## config.mk

```make
export PLATFORM = sky130hd
export DESIGN_NAME = owner_mutex_fifo_handoff
export DESIGN_NICKNAME = d
export VERILOG_FILES = /design/src/rtl/core/omfh_pkg.sv /design/src/rtl/core/omfh_ram.sv /design/src/rtl/core/omfh_queue.sv /design/src/rtl/core/owner_mutex_fifo_handoff.sv
export SDC_FILE = /design/constraint.sdc
export NUM_CORES = 1
export LEC_CHECK = 0
export ABC_AREA = 1
export BUFFER_PORTS_ARGS = -buffer_cell sky130_fd_sc_hd__clkbuf_2
export CAP_MARGIN = 20
export CELL_PAD_IN_SITES_DETAIL_PLACEMENT = 1
export CELL_PAD_IN_SITES_GLOBAL_PLACEMENT = 1
export CORE_ASPECT_RATIO = 1.2
export CORE_UTILIZATION = 41
export CTS_CLUSTER_DIAMETER = 120
export CTS_CLUSTER_SIZE = 12
export DETAILED_ROUTE_END_ITERATION = 6
export GPL_TIMING_DRIVEN = 0
export MAX_ROUTING_LAYER = met4
export PLACE_DENSITY = 0.79
export SLEW_MARGIN = 15
export SYNTH_ARGS = -nofsm -noshare
export SYNTH_HDL_FRONTEND = slang
export SYNTH_SLANG_ARGS = --single-unit
```

## constraint.sdc

```tcl
create_clock -name clock -period 2.14 [get_ports clock]
set_clock_uncertainty 0.05 [all_clocks]
set_input_delay 0 -clock clock [delete_from_list [all_inputs] [get_ports clock]]
set_output_delay 0 -clock clock [all_outputs]
set_load 0.005 [all_outputs]
```

## src/rtl/core/omfh_pkg.sv

```systemverilog
// Shared types and constants for the mutex lock manager with a FIFO of waiters.
// Holds the request and response word layouts, status codes and queue control.
// No dependencies.
package omfh_pkg;

   localparam int PID_W    = 8;
   localparam int COUNT_W  = 4;
   localparam int MISUSE_W = 32;

   // request function codes
   localparam logic FUNC_LOCK   = 1'b0;
   localparam logic FUNC_UNLOCK = 1'b1;

   typedef enum logic [1:0] {
      ST_OK          = 2'd0,
      ST_BLOCKED     = 2'd1,
      ST_BAD_PROCESS = 2'd2,
      ST_NOT_OWNER   = 2'd3
   } status_type;

   typedef struct packed {
      logic             func;
      logic [PID_W-1:0] pid;
      logic             process_valid;
   } req_type;

   typedef struct packed {
      status_type          status;
      logic [PID_W-1:0]    woken_pid;
      logic [PID_W-1:0]    owner_now;
      logic [COUNT_W-1:0]  waiters_now;
      logic [MISUSE_W-1:0] misuse_total;
   } rsp_type;

   // one step on the wait queue: at most one of the two is set
   typedef struct packed {
      logic push;
      logic pop;
   } queue_ctl_type;

endpackage

```

## src/rtl/core/omfh_ram.sv

```systemverilog
// Generic single-port-write, single-port-read RAM with registered read data.
// No dependencies.
module omfh_ram #(
   parameter int WIDTH = 8,
   parameter int DEPTH = 8
) (
   input  logic                                    clock,
   input  logic                                    wr_en,
   input  logic [(DEPTH > 1 ? $clog2(DEPTH) : 1)-1:0] wr_addr,
   input  logic [WIDTH-1:0]                        wr_data,
   input  logic [(DEPTH > 1 ? $clog2(DEPTH) : 1)-1:0] rd_addr,
   output logic [WIDTH-1:0]                        rd_data
);

   logic [WIDTH-1:0] mem_ff [DEPTH];
   logic [WIDTH-1:0] rd_data_ff;

   always_ff @(posedge clock) begin
      if (wr_en) begin
         mem_ff[wr_addr] <= wr_data;
      end
      rd_data_ff <= mem_ff[rd_addr];
   end

   assign rd_data = rd_data_ff;

endmodule

```

## src/rtl/core/omfh_queue.sv

```systemverilog
// Ring-buffer wait queue: head index, fill count and a RAM of waiting pids.
// Keeps the head entry ready every cycle. Depends on omfh_pkg and omfh_ram.
module omfh_queue #(
   parameter int DEPTH = 8
) (
   input  logic                             clock,
   input  logic                             reset,
   input  omfh_pkg::queue_ctl_type          ctl,
   input  logic [omfh_pkg::PID_W-1:0]       push_pid,
   output logic [omfh_pkg::PID_W-1:0]       head_pid,
   output logic [$clog2(DEPTH+1)-1:0]       count
);

   localparam int IDX_W = (DEPTH > 1) ? $clog2(DEPTH) : 1;
   localparam int CNT_W = $clog2(DEPTH + 1);
   localparam logic [CNT_W:0] DEPTH_X = (CNT_W + 1)'(DEPTH);
   localparam logic [IDX_W:0] LAST_X  = (IDX_W + 1)'(DEPTH - 1);

   logic [IDX_W-1:0]          head_ff, head_in;
   logic [CNT_W-1:0]          count_ff, count_in;
   logic                      bypass_ff, bypass_in;
   logic [omfh_pkg::PID_W-1:0] bypass_pid_ff;
   logic [CNT_W:0]            tail_sum;
   logic [IDX_W-1:0]          tail;
   logic [omfh_pkg::PID_W-1:0] rd_data;

   // tail = (head + count) mod DEPTH; the sum stays below twice the depth
   always_comb begin
      tail_sum = (CNT_W + 1)'(head_ff) + (CNT_W + 1)'(count_ff);
      if (tail_sum >= DEPTH_X) begin
         tail = IDX_W'(tail_sum - DEPTH_X);
      end else begin
         tail = IDX_W'(tail_sum);
      end
   end

   always_comb begin
      head_in  = head_ff;
      count_in = count_ff;
      if (ctl.pop) begin
         head_in  = ((IDX_W + 1)'(head_ff) == LAST_X) ? '0 : head_ff + 1'b1;
         count_in = count_ff - 1'b1;
      end else if (ctl.push) begin
         count_in = count_ff + 1'b1;
      end
      // the RAM read lags a write to the same slot: forward the written pid
      bypass_in = ctl.push && (tail == head_in);
   end

   always_ff @(posedge clock) begin
      if (reset) begin
         head_ff   <= '0;
         count_ff  <= '0;
         bypass_ff <= 1'b0;
      end else begin
         head_ff   <= head_in;
         count_ff  <= count_in;
         bypass_ff <= bypass_in;
      end
      bypass_pid_ff <= push_pid;
   end

   omfh_ram #(
      .WIDTH (omfh_pkg::PID_W),
      .DEPTH (DEPTH)
   ) u_ram (
      .clock   (clock),
      .wr_en   (ctl.push),
      .wr_addr (tail),
      .wr_data (push_pid),
      .rd_addr (head_in),
      .rd_data (rd_data)
   );

   assign head_pid = bypass_ff ? bypass_pid_ff : rd_data;
   assign count    = count_ff;

endmodule

```

## src/rtl/core/owner_mutex_fifo_handoff.sv

```systemverilog
// Mutex lock manager with a FIFO of waiting processes.
// A word taken into the input register at a start edge passes through the result register
// and then shows on rsp_word with rsp_strobe.
// Throughput: one word per cycle; busy stays low, the single state update is one
// read-modify-write of owner, misuse counter and the ring-buffer queue each cycle.
// Reset (synchronous, active high): mutex free, queue empty, misuse count zero.
// The receiver cannot stall: every result shows for exactly one cycle.
module owner_mutex_fifo_handoff #(
   parameter int MAX_WAITERS = 8
) (
   input  logic              clock,
   input  logic              reset,
   input  logic              start,
   output logic              busy,
   input  omfh_pkg::req_type req_word,
   output logic              rsp_strobe,
   output omfh_pkg::rsp_type rsp_word
);

   localparam int CNT_W = $clog2(MAX_WAITERS + 1);
   localparam logic [CNT_W-1:0] FULL_CNT = CNT_W'(MAX_WAITERS);

   // input register
   logic              req_valid_ff;
   omfh_pkg::req_type req_ff;

   // mutex state
   logic [omfh_pkg::PID_W-1:0]    owner_ff, owner_in;
   logic [omfh_pkg::MISUSE_W-1:0] misuse_ff, misuse_in;

   // queue interface
   omfh_pkg::queue_ctl_type    q_ctl;
   logic [omfh_pkg::PID_W-1:0] q_head_pid;
   logic [CNT_W-1:0]           q_count;
   logic [CNT_W-1:0]           count_after;

   // result register
   logic              rsp_strobe_ff;
   omfh_pkg::rsp_type rsp_in, rsp_ff;

   // every word can be taken: the state update never holds the flow
   assign busy = 1'b0;

   // Decide the step for the registered request. Nothing moves unless a word waits.
   always_comb begin
      q_ctl       = '0;
      owner_in    = owner_ff;
      misuse_in   = misuse_ff;
      rsp_in      = '0;
      rsp_in.status = omfh_pkg::ST_OK;
      if (req_valid_ff) begin
         if (req_ff.func == omfh_pkg::FUNC_LOCK) begin
            if (!req_ff.process_valid || (req_ff.pid == '0)) begin
               rsp_in.status = omfh_pkg::ST_BAD_PROCESS;
            end else if (owner_ff == '0) begin
               // free mutex: take it at once
               owner_in = req_ff.pid;
            end else if (q_count != FULL_CNT) begin
               // held (possibly by this same pid): queue behind the owner
               q_ctl.push    = 1'b1;
               rsp_in.status = omfh_pkg::ST_BLOCKED;
            end else begin
               rsp_in.status = omfh_pkg::ST_BAD_PROCESS;
            end
         end else begin
            if (owner_ff == '0) begin
               // unlock of a free mutex: reject, no misuse count
               rsp_in.status = omfh_pkg::ST_NOT_OWNER;
            end else if (owner_ff != req_ff.pid) begin
               misuse_in     = misuse_ff + 1'b1;
               rsp_in.status = omfh_pkg::ST_NOT_OWNER;
            end else if (q_count == '0) begin
               // nobody waits: release
               owner_in = '0;
            end else begin
               // hand ownership to the queue head and report it as woken
               q_ctl.pop        = 1'b1;
               owner_in         = q_head_pid;
               rsp_in.woken_pid = q_head_pid;
            end
         end
      end

      count_after = q_count;
      if (q_ctl.push) begin
         count_after = q_count + 1'b1;
      end else if (q_ctl.pop) begin
         count_after = q_count - 1'b1;
      end

      rsp_in.owner_now    = owner_in;
      rsp_in.waiters_now  = omfh_pkg::COUNT_W'(count_after);
      rsp_in.misuse_total = misuse_in;
   end

   always_ff @(posedge clock) begin
      if (reset) begin
         req_valid_ff  <= 1'b0;
         owner_ff      <= '0;
         misuse_ff     <= '0;
         rsp_strobe_ff <= 1'b0;
      end else begin
         req_valid_ff  <= start && !busy;
         owner_ff      <= owner_in;
         misuse_ff     <= misuse_in;
         rsp_strobe_ff <= req_valid_ff;
      end
      // payload: hold no reset
      req_ff <= req_word;
      rsp_ff <= rsp_in;
   end

   omfh_queue #(
      .DEPTH (MAX_WAITERS)
   ) u_queue (
      .clock    (clock),
      .reset    (reset),
      .ctl      (q_ctl),
      .push_pid (req_ff.pid),
      .head_pid (q_head_pid),
      .count    (q_count)
   );

   assign rsp_strobe = rsp_strobe_ff;
   assign rsp_word   = rsp_ff;

endmodule
```

# Word level (Yosys, flattened, before mapping)
# Memories as Yosys holds them, arrays and structs flattened. A register that Yosys moved wholly into a read port is not among the register bits.
# Index checks and enable logic that the tools add are counted.
dict set report word_totals {
  out_inout_bits 56
  ff_bits 122
  ram_bits 64
  input_bits 13
  word_cells 74
  memories 1
}
# name words word_bits read_ports rd_ports_with_merged_regs wr line_no
set memory_table {}
lappend memory_table {u_queue.u_ram.mem_ff 8 8 1 1 1 omfh_ram.sv:15} ;# logic [WIDTH-1:0] mem_ff [DEPTH];
dict set report classes {
  mux 36
  eq_ne 4
  n_bitwise 2
  n_addsub 6
  n_lt_le_gt_ge 1
  reduce_logical 8
}
# operator count
set ops {}
lappend ops {{32-bit 2-to-1 mux} 4}
lappend ops {{8-bit 2-to-1 mux} 8}
lappend ops {{32-bit by 1-bit adder with 32-bit output (second input constant)} 1}
lappend ops {{8-bit logical NOT} 2}
lappend ops {{4-bit 2-to-1 mux} 4}
lappend ops {{2-bit 2-to-1 mux} 7}
lappend ops {{1-bit 2-to-1 mux} 10}
lappend ops {{3-bit 2-to-1 mux} 3}
lappend ops {{8-bit != test} 1}
lappend ops {{3-bit by 4-bit adder with 5-bit output} 1}
lappend ops {{5-bit by 4-bit greater-or-equal comparator with 1-bit output (second input constant)} 1}
lappend ops {{4-bit by 1-bit adder with 4-bit output (second input constant)} 1}
lappend ops {{4-bit logical NOT} 1}
lappend ops {{4-bit != test (second input constant)} 1}
lappend ops {{4-bit OR reduction} 1}
lappend ops {{4-bit by 1-bit subtractor with 4-bit output (second input constant)} 1}
lappend ops {{3-bit by 1-bit adder with 3-bit output (second input constant)} 1}
lappend ops {{3-bit equality test} 1}
lappend ops {{3-bit equality test (second input constant)} 1}
lappend ops {{3-bit by 1-bit subtractor with 3-bit output (second input constant)} 1}
lappend ops {{1-bit inverter} 2}
lappend ops {{2-bit nonzero test} 1}
lappend ops {{1-bit logical AND} 1}
lappend ops {{1-bit logical NOT} 1}
lappend ops {{1-bit logical OR} 1}

# Logic depth before layout (Yosys ltp)
# Gate-level depths: netlist of run 1.
dict set report depth {
  depth_word 9
  ltp_mapped 17
  depth_no_buf 16
}

# By module
# From an unflattened synthesis of run 1, not the netlist that was laid out.
dict set report hier_totals {
  hier_cells 979
  area_unflattened_um2 8191.6
}
# mod cells_per_inst n_inst area_per_inst_um2 seq_area_each_um2
set by_module_without_submodules {}
lappend by_module_without_submodules {owner_mutex_fifo_handoff 573 1 4317.9 2122.0}
lappend by_module_without_submodules {omfh_ram 303 1 3050.4 2082.0}
lappend by_module_without_submodules {omfh_queue 103 1 823.3 320.3}

# Worst setup path before layout of run 1
# Ideal clock, no wire load.
dict set report synth_path {
  kind {register -> register}
  startpoint {reg u_queue.count_ff[0] (netlist: u_queue.count[0])}
  endpoint {mem u_queue.u_ram.mem_ff[4][0] (enable)}
  required_ns 1.720
  synth_period_minus_slack_ns 2.110
  path_slack_ns 0.030
  n_path_buf 0
  stages_incl_launch_ff 10
  arrival_ns 1.690
  setup_ns 0.370
  path_cell_list {dfxtp_1 inv_1 ha_1 inv_1 nor3_1 nor2_1 nand2_1 inv_1 nand2_1 nor2_1}
}
dict set report synth_via {
  elab_chain_cells 8
  word_cells_on_any_way 12
  classes_between {2 x add/sub; 1 x order compare; 1 x eq/ne; 8 x mux}
}
# item line_no
set synth_lines {}
lappend synth_lines {{from (decl)} omfh_queue.sv:20} ;# logic [CNT_W-1:0] count_ff, count_in;
lappend synth_lines {{from (signal assigned)} omfh_queue.sv:57} ;# count_ff <= count_in;
lappend synth_lines {{parallel branches: the longest is 8 deep, another holds 3-bit by 4-bit adder with 5-bit output} --}
lappend synth_lines {{to (decl)} omfh_ram.sv:15}
# Parallel ways; which one is timed is not known.

# Worst setup path in the final report of run 1
dict set report layout_path {
  startpoint {reg req_ff[5] in the netlist's numbering}
  endpoint {reg u_queue.u_ram.rd_data_ff[3] (netlist: u_queue.u_ram.rd_data[3]), read port of u_queue.u_ram.mem_ff}
}
dict set report layout_via {
  elab_chain_cells 6
}
# item line_no
set layout_lines {}
lappend layout_lines {{from (decl)} owner_mutex_fifo_handoff.sv:25} ;# omfh_pkg::req_type req_ff;
lappend layout_lines {{from (signal assigned)} owner_mutex_fifo_handoff.sv:109} ;# req_ff <= req_word;
lappend layout_lines {{8-bit != test} owner_mutex_fifo_handoff.sv:69} ;# end else if (owner_ff != req_ff.pid) begin
lappend layout_lines {{1-bit 2-to-1 mux} owner_mutex_fifo_handoff.sv:69}
lappend layout_lines {{1-bit 2-to-1 mux} owner_mutex_fifo_handoff.sv:66} ;# if (owner_ff == '0) begin
lappend layout_lines {{1-bit 2-to-1 mux} owner_mutex_fifo_handoff.sv:52} ;# if (req_ff.func == omfh_pkg::FUNC_LOCK) begin
lappend layout_lines {{2-bit 2-to-1 mux} owner_mutex_fifo_handoff.sv:51} ;# if (req_valid_ff) begin
lappend layout_lines {{3-bit 2-to-1 mux} omfh_queue.sv:40} ;# if (ctl.pop) begin
lappend layout_lines {{to (decl)} omfh_ram.sv:16} ;# logic [WIDTH-1:0] rd_data_ff;
# No other way between the ends.
# A chain may end at the register's enable or synchronous reset.

==> out/results.md, run 1 <==
| Item | Value | Unit |
|:---|:---|:---|
| Library cell occupying the most area in the post-synthesis netlist | sky130_fd_sc_hd__dfxtp_1 | - |
| Register bit total from synthesis | 194 | - |
| EDFF count, synth | 64 | - |
| Vias per cell | 5.127 | - |
| P_int | 5.898 | mW |
| Final Core Density | 54.99 | % |
| CP Data Required Time | 2.48 | ns |
| Minimum setup slack among reg-to-reg paths | -0.11 | ns |
| Slew @ Worst Pin | 0.7047 | ns |
| Dpl hpwl | 14,900 | um |
| Net count of the finished layout | 1,091 | - |
| CTS tree | built | - |
| Post-layout instance area | 0.01044 | mm2 |
| Post-synthesis cell type count | 42 | - |
| Final hold violation count | 0 | - |
| Main synth FF type | sky130_fd_sc_hd__dfxtp_1 | - |
| Power Dens Cells | 743.0 | mW/mm2 |
| Clock-pin slew of the registers on the worst-case setup and hold paths | 0.07 | ns |
| Crit Path Class | reg2reg | - |
| Number of buffer cells added on primary ports | 66 | - |
| Post-Place Cell Area | 0.008653 | mm2 |
| Final count of pins violating max slew | 0 | - |
| Min Clock Period, post-route | 2.250 | ns |
| Num Clock Sinks | 194 | - |
| Type of the worst min-delay path | in2reg | - |
| Die area | 0.02008 | mm2 |
| Maximum number of pins on one net before global-route repair | 19 | - |
| Reg2Reg Launch Point | req_ff[5] | - |
| Part of the power in combinational logic | 6.2 | % |
| Row count | 55 | - |
| NetSw | 1.862 | mW |
| Launching element of the worst setup path | req_ff[5] | - |
| Critical path capture point type | register | - |
| Unrepaired setup endpoints after global routing | true | - |
| Number of DRC markers after the initial detailed-route iteration | 393 | - |
| Clock network power share | 43.4 | % |
| H-tree depth | 4 | - |
| Final setup violation count | 11 | - |
| Fraction of layout cells with a size suffix above 1 | 28.95 | % |
| Fraction of power consumed by sequential logic | 50.4 | % |
| DIE WIDTH | 129.5 | um |
| Number of search-and-repair iterations in the first detailed-routing pass | 4 | - |
| Outcome | complete, but fails checks | - |
| Diode count | 0 | - |
| Peak fanout along the critical path | 7 | - |
| GRT Residual Overflow | 0 | - |
| Post-detailed-route wirelength per cell | 18.78 | um |
| Number of cells produced by synthesis | 926 | - |
| Initial core utilization | 42.13 | % |
| DR vias | 6,855 | - |
| Wire length of the first global-routing pass | 36,630 | um |
| Maximum buffer depth of the clock tree | 2 | - |
| Leakage | 4.727 | nW |
| Number of buffers created by CTS | 17 | - |
| Worst-case vdd ir drop | 387.8 | uV |
| Ys async rst share | 0 | % |
| Cell types with the largest area share after synthesis | sky130_fd_sc_hd__dfxtp_1 (33%), sky130_fd_sc_hd__edfxtp_1 (24%), sky130_fd_sc_hd__nand2_1 (11%) | - |
| Number of maximum-capacitance constraint violations | 0 | - |
| Top-level I/O count | 69 | - |
| Violations in the final reports | negative setup slack | - |
| Global Route Usage Sum | 25.17 | % |
| Die height | 155.0 | um |
| Detail Route Antenna Nets | 0 | - |
| Syn Area/Cell | 8.642 | um2 |
| Number of antenna violations at the first check in global routing | 0 | - |
| Synthesized area | 0.008003 | mm2 |
| Worst hold path startpoint | req_word[4] | - |
| Final setup margin | -0.1097 | ns |
| Tcrit/Tclk final | 105.1 | % |
| Fraction of post-synthesis cell area in the top cell type by area | 32.52 | % |
| Max transition margin | 53.02 | % |
| Root buffer selected by CTS | sky130_fd_sc_hd__clkbuf_16 | - |
| Achievable clock frequency | 0.4445 | GHz |
| Post-route DRC | 0 | - |
| Area growth from synthesis to layout | 30.50 | % |
| Placed Cells incl. Taps | 1,248 | - |
| Final std cells w/o fill | 1,337 | - |
| Via count of the first global-routing pass | 7,085 | - |
| WP data arrival | 2.59 | ns |
| Crit path launch type | register | - |
| Switching part of the total power | 24.00 | % |
| Clock network latency to the later pin of the worst-skew pair | 0.44 | ns |
| Routed wire length | 25,110 | um |
| Post-synthesis sequential area ratio | 56.54 | % |
| Final estimated routing congestion in global placement | 0.8246 | - |
| Yosys synthesis warning count | 0 | - |
| Placeable core region | 0.01899 | mm2 |
| Synthesized net count | 949 | - |
-- final timing paths --
path / cells past startpoint / to
hold reg to reg: 0 / u_queue.bypass_pid_ff[1]
setup reg to reg: 15 / u_queue.u_ram.rd_data[3]
setup / recovery: 15 / u_queue.u_ram.rd_data[3]
hold / removal: 2 / req_ff[4]
-- power groups by stage --
stage / logic, mW / clock network (mW) / registers [mW]
2_1_floorplan: 0.178 / 0 / 3.98
3_3_place_gp: 0.280 / 0 / 4.01
3_5_place_dp: 0.287 / 0 / 4.01
4_1_cts: 0.391 / 3.40 / 3.90
5_1_grt: 0.518 / 3.55 / 3.91
6_report: 0.484 / 3.37 / 3.91
-- cell usage after synthesis, types with 3 or more instances --
cell type,count
sky130_fd_sc_hd__nand2_1,228
sky130_fd_sc_hd__or2_2,6
sky130_fd_sc_hd__o221ai_1,3
sky130_fd_sc_hd__buf_1,4
sky130_fd_sc_hd__xnor2_1,7
sky130_fd_sc_hd__clkbuf_1,8
sky130_fd_sc_hd__nor2_1,77
sky130_fd_sc_hd__nor2_2,4
sky130_fd_sc_hd__nand4_1,9
sky130_fd_sc_hd__buf_4,5
sky130_fd_sc_hd__dfxtp_1,130
sky130_fd_sc_hd__buf_2,5
sky130_fd_sc_hd__inv_2,6
sky130_fd_sc_hd__nand2_2,7
sky130_fd_sc_hd__ha_1,9
sky130_fd_sc_hd__nand3_1,82
sky130_fd_sc_hd__a21oi_1,32
sky130_fd_sc_hd__nor3_1,12
sky130_fd_sc_hd__o211ai_1,7
sky130_fd_sc_hd__nor2_4,3
sky130_fd_sc_hd__nand3b_1,10
sky130_fd_sc_hd__o21ai_0,13
sky130_fd_sc_hd__edfxtp_1,64
sky130_fd_sc_hd__mux2_2,8
sky130_fd_sc_hd__inv_1,153
sky130_fd_sc_hd__xor2_1,13
-- cell usage in the layout (no fill, tap or decap), drive strengths merged --
master and count:
nand4 10, o211ai 7, nor2 85, edfxtp 64, ha 9, clkinv 4
inv 164, xor2 13, nand3b 10, bufinv 1, conb 1, o32ai 1
nor3b 1, buf 60, o221ai 3, nand3 84, o21ai 15, nor3 13
dfxtp 130, a211oi 2, clkinvlp 3, xnor2 7, mux2 8, a31oi 1
clkbuf 95, a21oi 32, nor4 2, fa 1, and2 2, dlygate4sd3 12
or2 6, nand2 235
-- through the flow --
stage	total power [mW]	hold WS (ns)	TNS (ns)	setup slack, ns
floorplan	4.162	-0.02228	0	0.02951
global placement	4.287	0.05371	-63.23	-0.6909
detailed placement	4.297	0.05444	-65.10	-0.7172
CTS	7.694	0.1348	-0.001748	-0.001174
global route	7.978	0.1313	-5.408	-0.2202
finish	7.760	0.1443	-0.8148	-0.1097
-- final cells by class --
class | count | area [um2]
buffer | 24 | 178.9
clock buffer | 20 | 500.5
clock inverter | 12 | 128.9
fill | 2207 | 8549
inverter | 160 | 619.3
multi-input combinational | 548 | 3252
sequential | 194 | 4576
tap | 256 | 320.3
timing repair buffer | 123 | 868.3
-- cell families after synthesis --
family	synth area share, %
simple gates	24.87
flops	56.54
buf+inv	9.131
compound gates	4.440
xor+xnor	2.189
fa+ha+maj	1.657
mux	1.126
other cells	0.04686
-- critical path: stages (launching register included) --
cell                      delay (ns)
sky130_fd_sc_hd__dfxtp_4        0.37
sky130_fd_sc_hd__inv_2          0.05
sky130_fd_sc_hd__nand2_1        0.06
sky130_fd_sc_hd__nand2_1        0.11
sky130_fd_sc_hd__inv_1          0.06
sky130_fd_sc_hd__nor2_2         0.11
sky130_fd_sc_hd__nand2_2        0.07
sky130_fd_sc_hd__nor2_4         0.15
sky130_fd_sc_hd__nand4_4        0.18
sky130_fd_sc_hd__buf_8          0.19
sky130_fd_sc_hd__o21ai_4        0.24
sky130_fd_sc_hd__buf_12         0.17
sky130_fd_sc_hd__nand3_2        0.11
sky130_fd_sc_hd__nand2_2        0.10
sky130_fd_sc_hd__nand2_1        0.07
sky130_fd_sc_hd__nand2_2        0.07
-- what timing repair did --
item	4_1_cts	5_1_grt
gates cloned	1	0
pin swaps	13	53
setup buffers	26	18
hold endpoints to repair	12	0
endpoints found under the setup margin	161	138
resized for setup	76	119
hold buffers	12	0
-- routing by layer --
layer  routed length (um)  global-route usage [%]  vias up
met1                 9273                   26.26     3396
met5                    0                       -        -
met2                13830                   45.75      176
li1                     -                       -     3207
met4                 1164                   12.18        0
met3                  842                   3.886       76
-- flip-flops by register name, summed over array words and instances, names as in the netlist, 3 cells and up --
signal and flops:
u_queue.u_ram.mem_ff 64, rsp_word 54, misuse_ff 32, req_ff 10, owner_ff 8, u_queue.bypass_pid_ff 8, u_queue.u_ram.rd_data 8, u_queue.count 4
u_queue.head_ff 3
Note: power is estimated with default switching activity, not from simulation.
==> run 2, diff against run 1 <==
--- a/config.mk
+++ b/config.mk
@@ -18,6 +18,8 @@
 export GPL_TIMING_DRIVEN = 0
 export MAX_ROUTING_LAYER = met4
 export PLACE_DENSITY = 0.79
+export RECOVER_POWER = 25
+export SKIP_CTS_REPAIR_TIMING = 1
 export SLEW_MARGIN = 15
 export SYNTH_ARGS = -nofsm -noshare
 export SYNTH_HDL_FRONTEND = slang
==> run 2 against run 1 <==
Net effect:
- the flow still finishes with violations (negative setup slack)
- via count rose by 0.95%
- non-clock buffer count up 3
- first-iteration DRC count fell by 1.0%
- clock power about the same
- sequential cell count unchanged
- global-route usage fell by 2.6 points
- wire length is 2.1% higher
- final cell count grew 0.22%
- utilization barely moved
- fmax down 4.8%
- critical path depth is the same
- sequential power is essentially flat
- largest power group unchanged
==> out/results.md, run 2 (synthesis results as in run 1) <==
| Item | Value | Unit | Delta |
|:---|:---|:---|:---|
| DIE WIDTH | 129.5 | um | unchanged |
| Violations in the final reports | negative setup slack | - |  |
| Initial core utilization | 42.13 | % | unchanged |
| Clock-pin slew of the registers on the worst-case setup and hold paths | 0.07 | ns | about the same |
| Crit path launch type | register | - |  |
| Achievable clock frequency | 0.4231 | GHz | -4.8% |
| Min Clock Period, post-route | 2.363 | ns | +0.1138 ns |
| Flip-flop count of the largest register after layout | 64 | - | unchanged |
| Critical path capture point type | register | - |  |
| Maximum buffer depth of the clock tree | 2 | - | unchanged |
| Number of buffer cells added on primary ports | 66 | - | unchanged |
| Max transition margin | 53.32 | % | +0.30 points |
| Maximum number of pins on one net before global-route repair | 19 | - | unchanged |
| Slew @ Worst Pin | 0.7003 | ns | -0.004483 ns |
| WP data arrival | 2.65 | ns | +0.06 ns |
| CP delay by family, top | simple AND/OR/NAND/NOR gates | - |  |
| Global Route Usage Sum | 22.61 | % | -2.6 points |
| Detail Route Antenna Nets | 0 | - | unchanged |
| Register bank with the most flops | u_queue.u_ram.mem_ff | - |  |
| DR vias | 6,920 | - | +0.95% |
| Cells traversed along the worst timing path | inv_2 > nand2_1 > nand2_1 > inv_1 > nor2_2 > nand2_2 > nor2_4 > nand4_4 > buf_8 > buf_2 > buf_4 > nand3_1 > o221ai_2 > nand2_1 > inv_1 | - |  |
| Post-detailed-route wirelength per cell | 19.13 | um | +1.9% |
| Tcrit/Tclk final | 110.4 | % | +5.3 points |
| Routed wire length | 25,630 | um | +2.1% |
| Placeable core region | 0.01899 | mm2 | unchanged |
| Type of the worst min-delay path | in2reg | - |  |
| Area growth from synthesis to layout | 30.54 | % | about the same |
| Top-level I/O count | 69 | - | unchanged |
| Vias per cell | 5.164 | - | +0.72% |
| Outcome | complete, but fails checks | - |  |
| Worst path slowest cell | sky130_fd_sc_hd__dfxtp_4 | - |  |
| Die height | 155.0 | um | unchanged |
| Post-route DRC | 0 | - | unchanged |
| Count of buffering cells on the critical path with inverters included | 6 | - | +2 |
| Number of antenna violations at the first check in global routing | 0 | - | unchanged |
| Leakage | 4.732 | nW | about the same |
| Most frequent cells in the layout | sky130_fd_sc_hd__nand2_1 (191), sky130_fd_sc_hd__inv_1 (144), sky130_fd_sc_hd__dfxtp_1 (111) | - |  |
| Commonest non-fill, non-tap cell in the layout | sky130_fd_sc_hd__nand2_1 | - |  |
| Worst setup slack before clock tree synthesis | -0.7172 | ns | unchanged |
| Via count of the first global-routing pass | 6,632 | - | -6.4% |
| CTS tree | built | - |  |
| Number of search-and-repair iterations in the first detailed-routing pass | 4 | - | unchanged |
| Power Dens Cells | 743.5 | mW/mm2 | about the same |
| Crit Path Class | reg2reg | - |  |
| Fraction of layout cells with a size suffix above 1 | 29.34 | % | +0.38 points |
| Final setup violation count | 82 | - | +71 |
| Root buffer selected by CTS | sky130_fd_sc_hd__clkbuf_16 | - |  |
| Final setup margin | -0.2235 | ns | -0.1138 ns |
| Row count | 55 | - | unchanged |
| Unrepaired setup endpoints after global routing | true | - |  |
| Clock network latency to the later pin of the worst-skew pair | 0.45 | ns | about the same |
| Number of DRC markers after the initial detailed-route iteration | 389 | - | -1.0% |
| Final hold violation count | 0 | - | unchanged |
| Critical Path Most Common Cell | sky130_fd_sc_hd__nand2_1 | - |  |
| Number of buffers created by CTS | 17 | - | unchanged |
| Number of maximum-capacitance constraint violations | 0 | - | unchanged |
| CP Data Required Time | 2.43 | ns | -0.05 ns |
| Worst path max stage delay | 0.36 | ns | about the same |
| Peak fanout along the critical path | 6 | - | -1 |
| Num Clock Sinks | 194 | - | unchanged |
| Diode count | 0 | - | unchanged |
| Worst-case vdd ir drop | 428.6 | uV | +11% |
| Dpl hpwl | 14,900 | um | unchanged |
| Final estimated routing congestion in global placement | 0.8246 | - | unchanged |
| GRT Residual Overflow | 0 | - | unchanged |
| Wire length of the first global-routing pass | 33,120 | um | -9.6% |
| Die area | 0.02008 | mm2 | unchanged |
| Final Core Density | 55.00 | % | about the same |
| Fill cell count | 2,181 | - | -1.2% |
| H-tree depth | 4 | - | unchanged |
| Final count of pins violating max slew | 0 | - | unchanged |
| Net count of the finished layout | 1,094 | - | +0.27% |
## run 2: cell count changes in the layout (fill, tap and decap cells not counted), sizes merged
cell	change
buf	+2
clkbuf	+2
inv	+2
clkinv	-1
clkinvlp	-1
dlygate4sd3	-1
## run 2: path summary, 6_finish.rpt
kind / from / end / slack, ns / cells past startpoint
max: owner_ff[4] / u_queue.count[2] / -0.22 / 15
min: reset / misuse_ff[9] / 0.04 / 2
max reg2reg: owner_ff[4] / u_queue.count[2] / -0.22 / 15
min reg2reg: req_ff[7] / u_queue.bypass_pid_ff[6] / 0.37 / 0
## run 2: power breakdown
group | switching, mW | total (mW) | internal, mW | leakage (nW)
clock network | 1.54 | 3.39 | 1.86 | 0.305
logic | 0.280 | 0.464 | 0.184 | 2.78
registers | 0.0558 | 3.91 | 3.85 | 1.64
total | 1.87 | 7.77 | 5.89 | 4.73
## run 2: layout make-up
type,instances,area [um2],area share [%]
Multi-Input combinational cell,548,3256,31.17
Tap cell,256,320.3,3.066
Clock buffer,20,500.5,4.791
Buffer,24,178.9,1.713
Timing Repair Buffer,126,875.8,8.384
Sequential cell,194,4576,43.80
Inverter,160,610.6,5.845
Clock inverter,12,128.9,1.234
## run 2: routing by layer
metal	vias to the layer above	wire [um]	track usage, %
li1	3216	-	-
met3	76	864	3.748
met4	0	1328	8.361
met2	211	13970	41.76
met1	3417	9475	23.89
met5	-	0	-
## run 2: stage by stage
step	hold WS [ns]	power [mW]	area, um2	setup TNS (ns)	cells
after global placement	0.05371	4.287	8653	-63.23	1248
after CTS	-0.4088	7.619	9283	-73.88	1280
after global routing	0.08394	7.977	10450	-16.64	1340
after detailed placement	0.05444	4.297	8653	-65.10	1248
final	0.04350	7.766	10450	-4.269	1340
after floorplan	-0.02228	4.162	8003	0	926
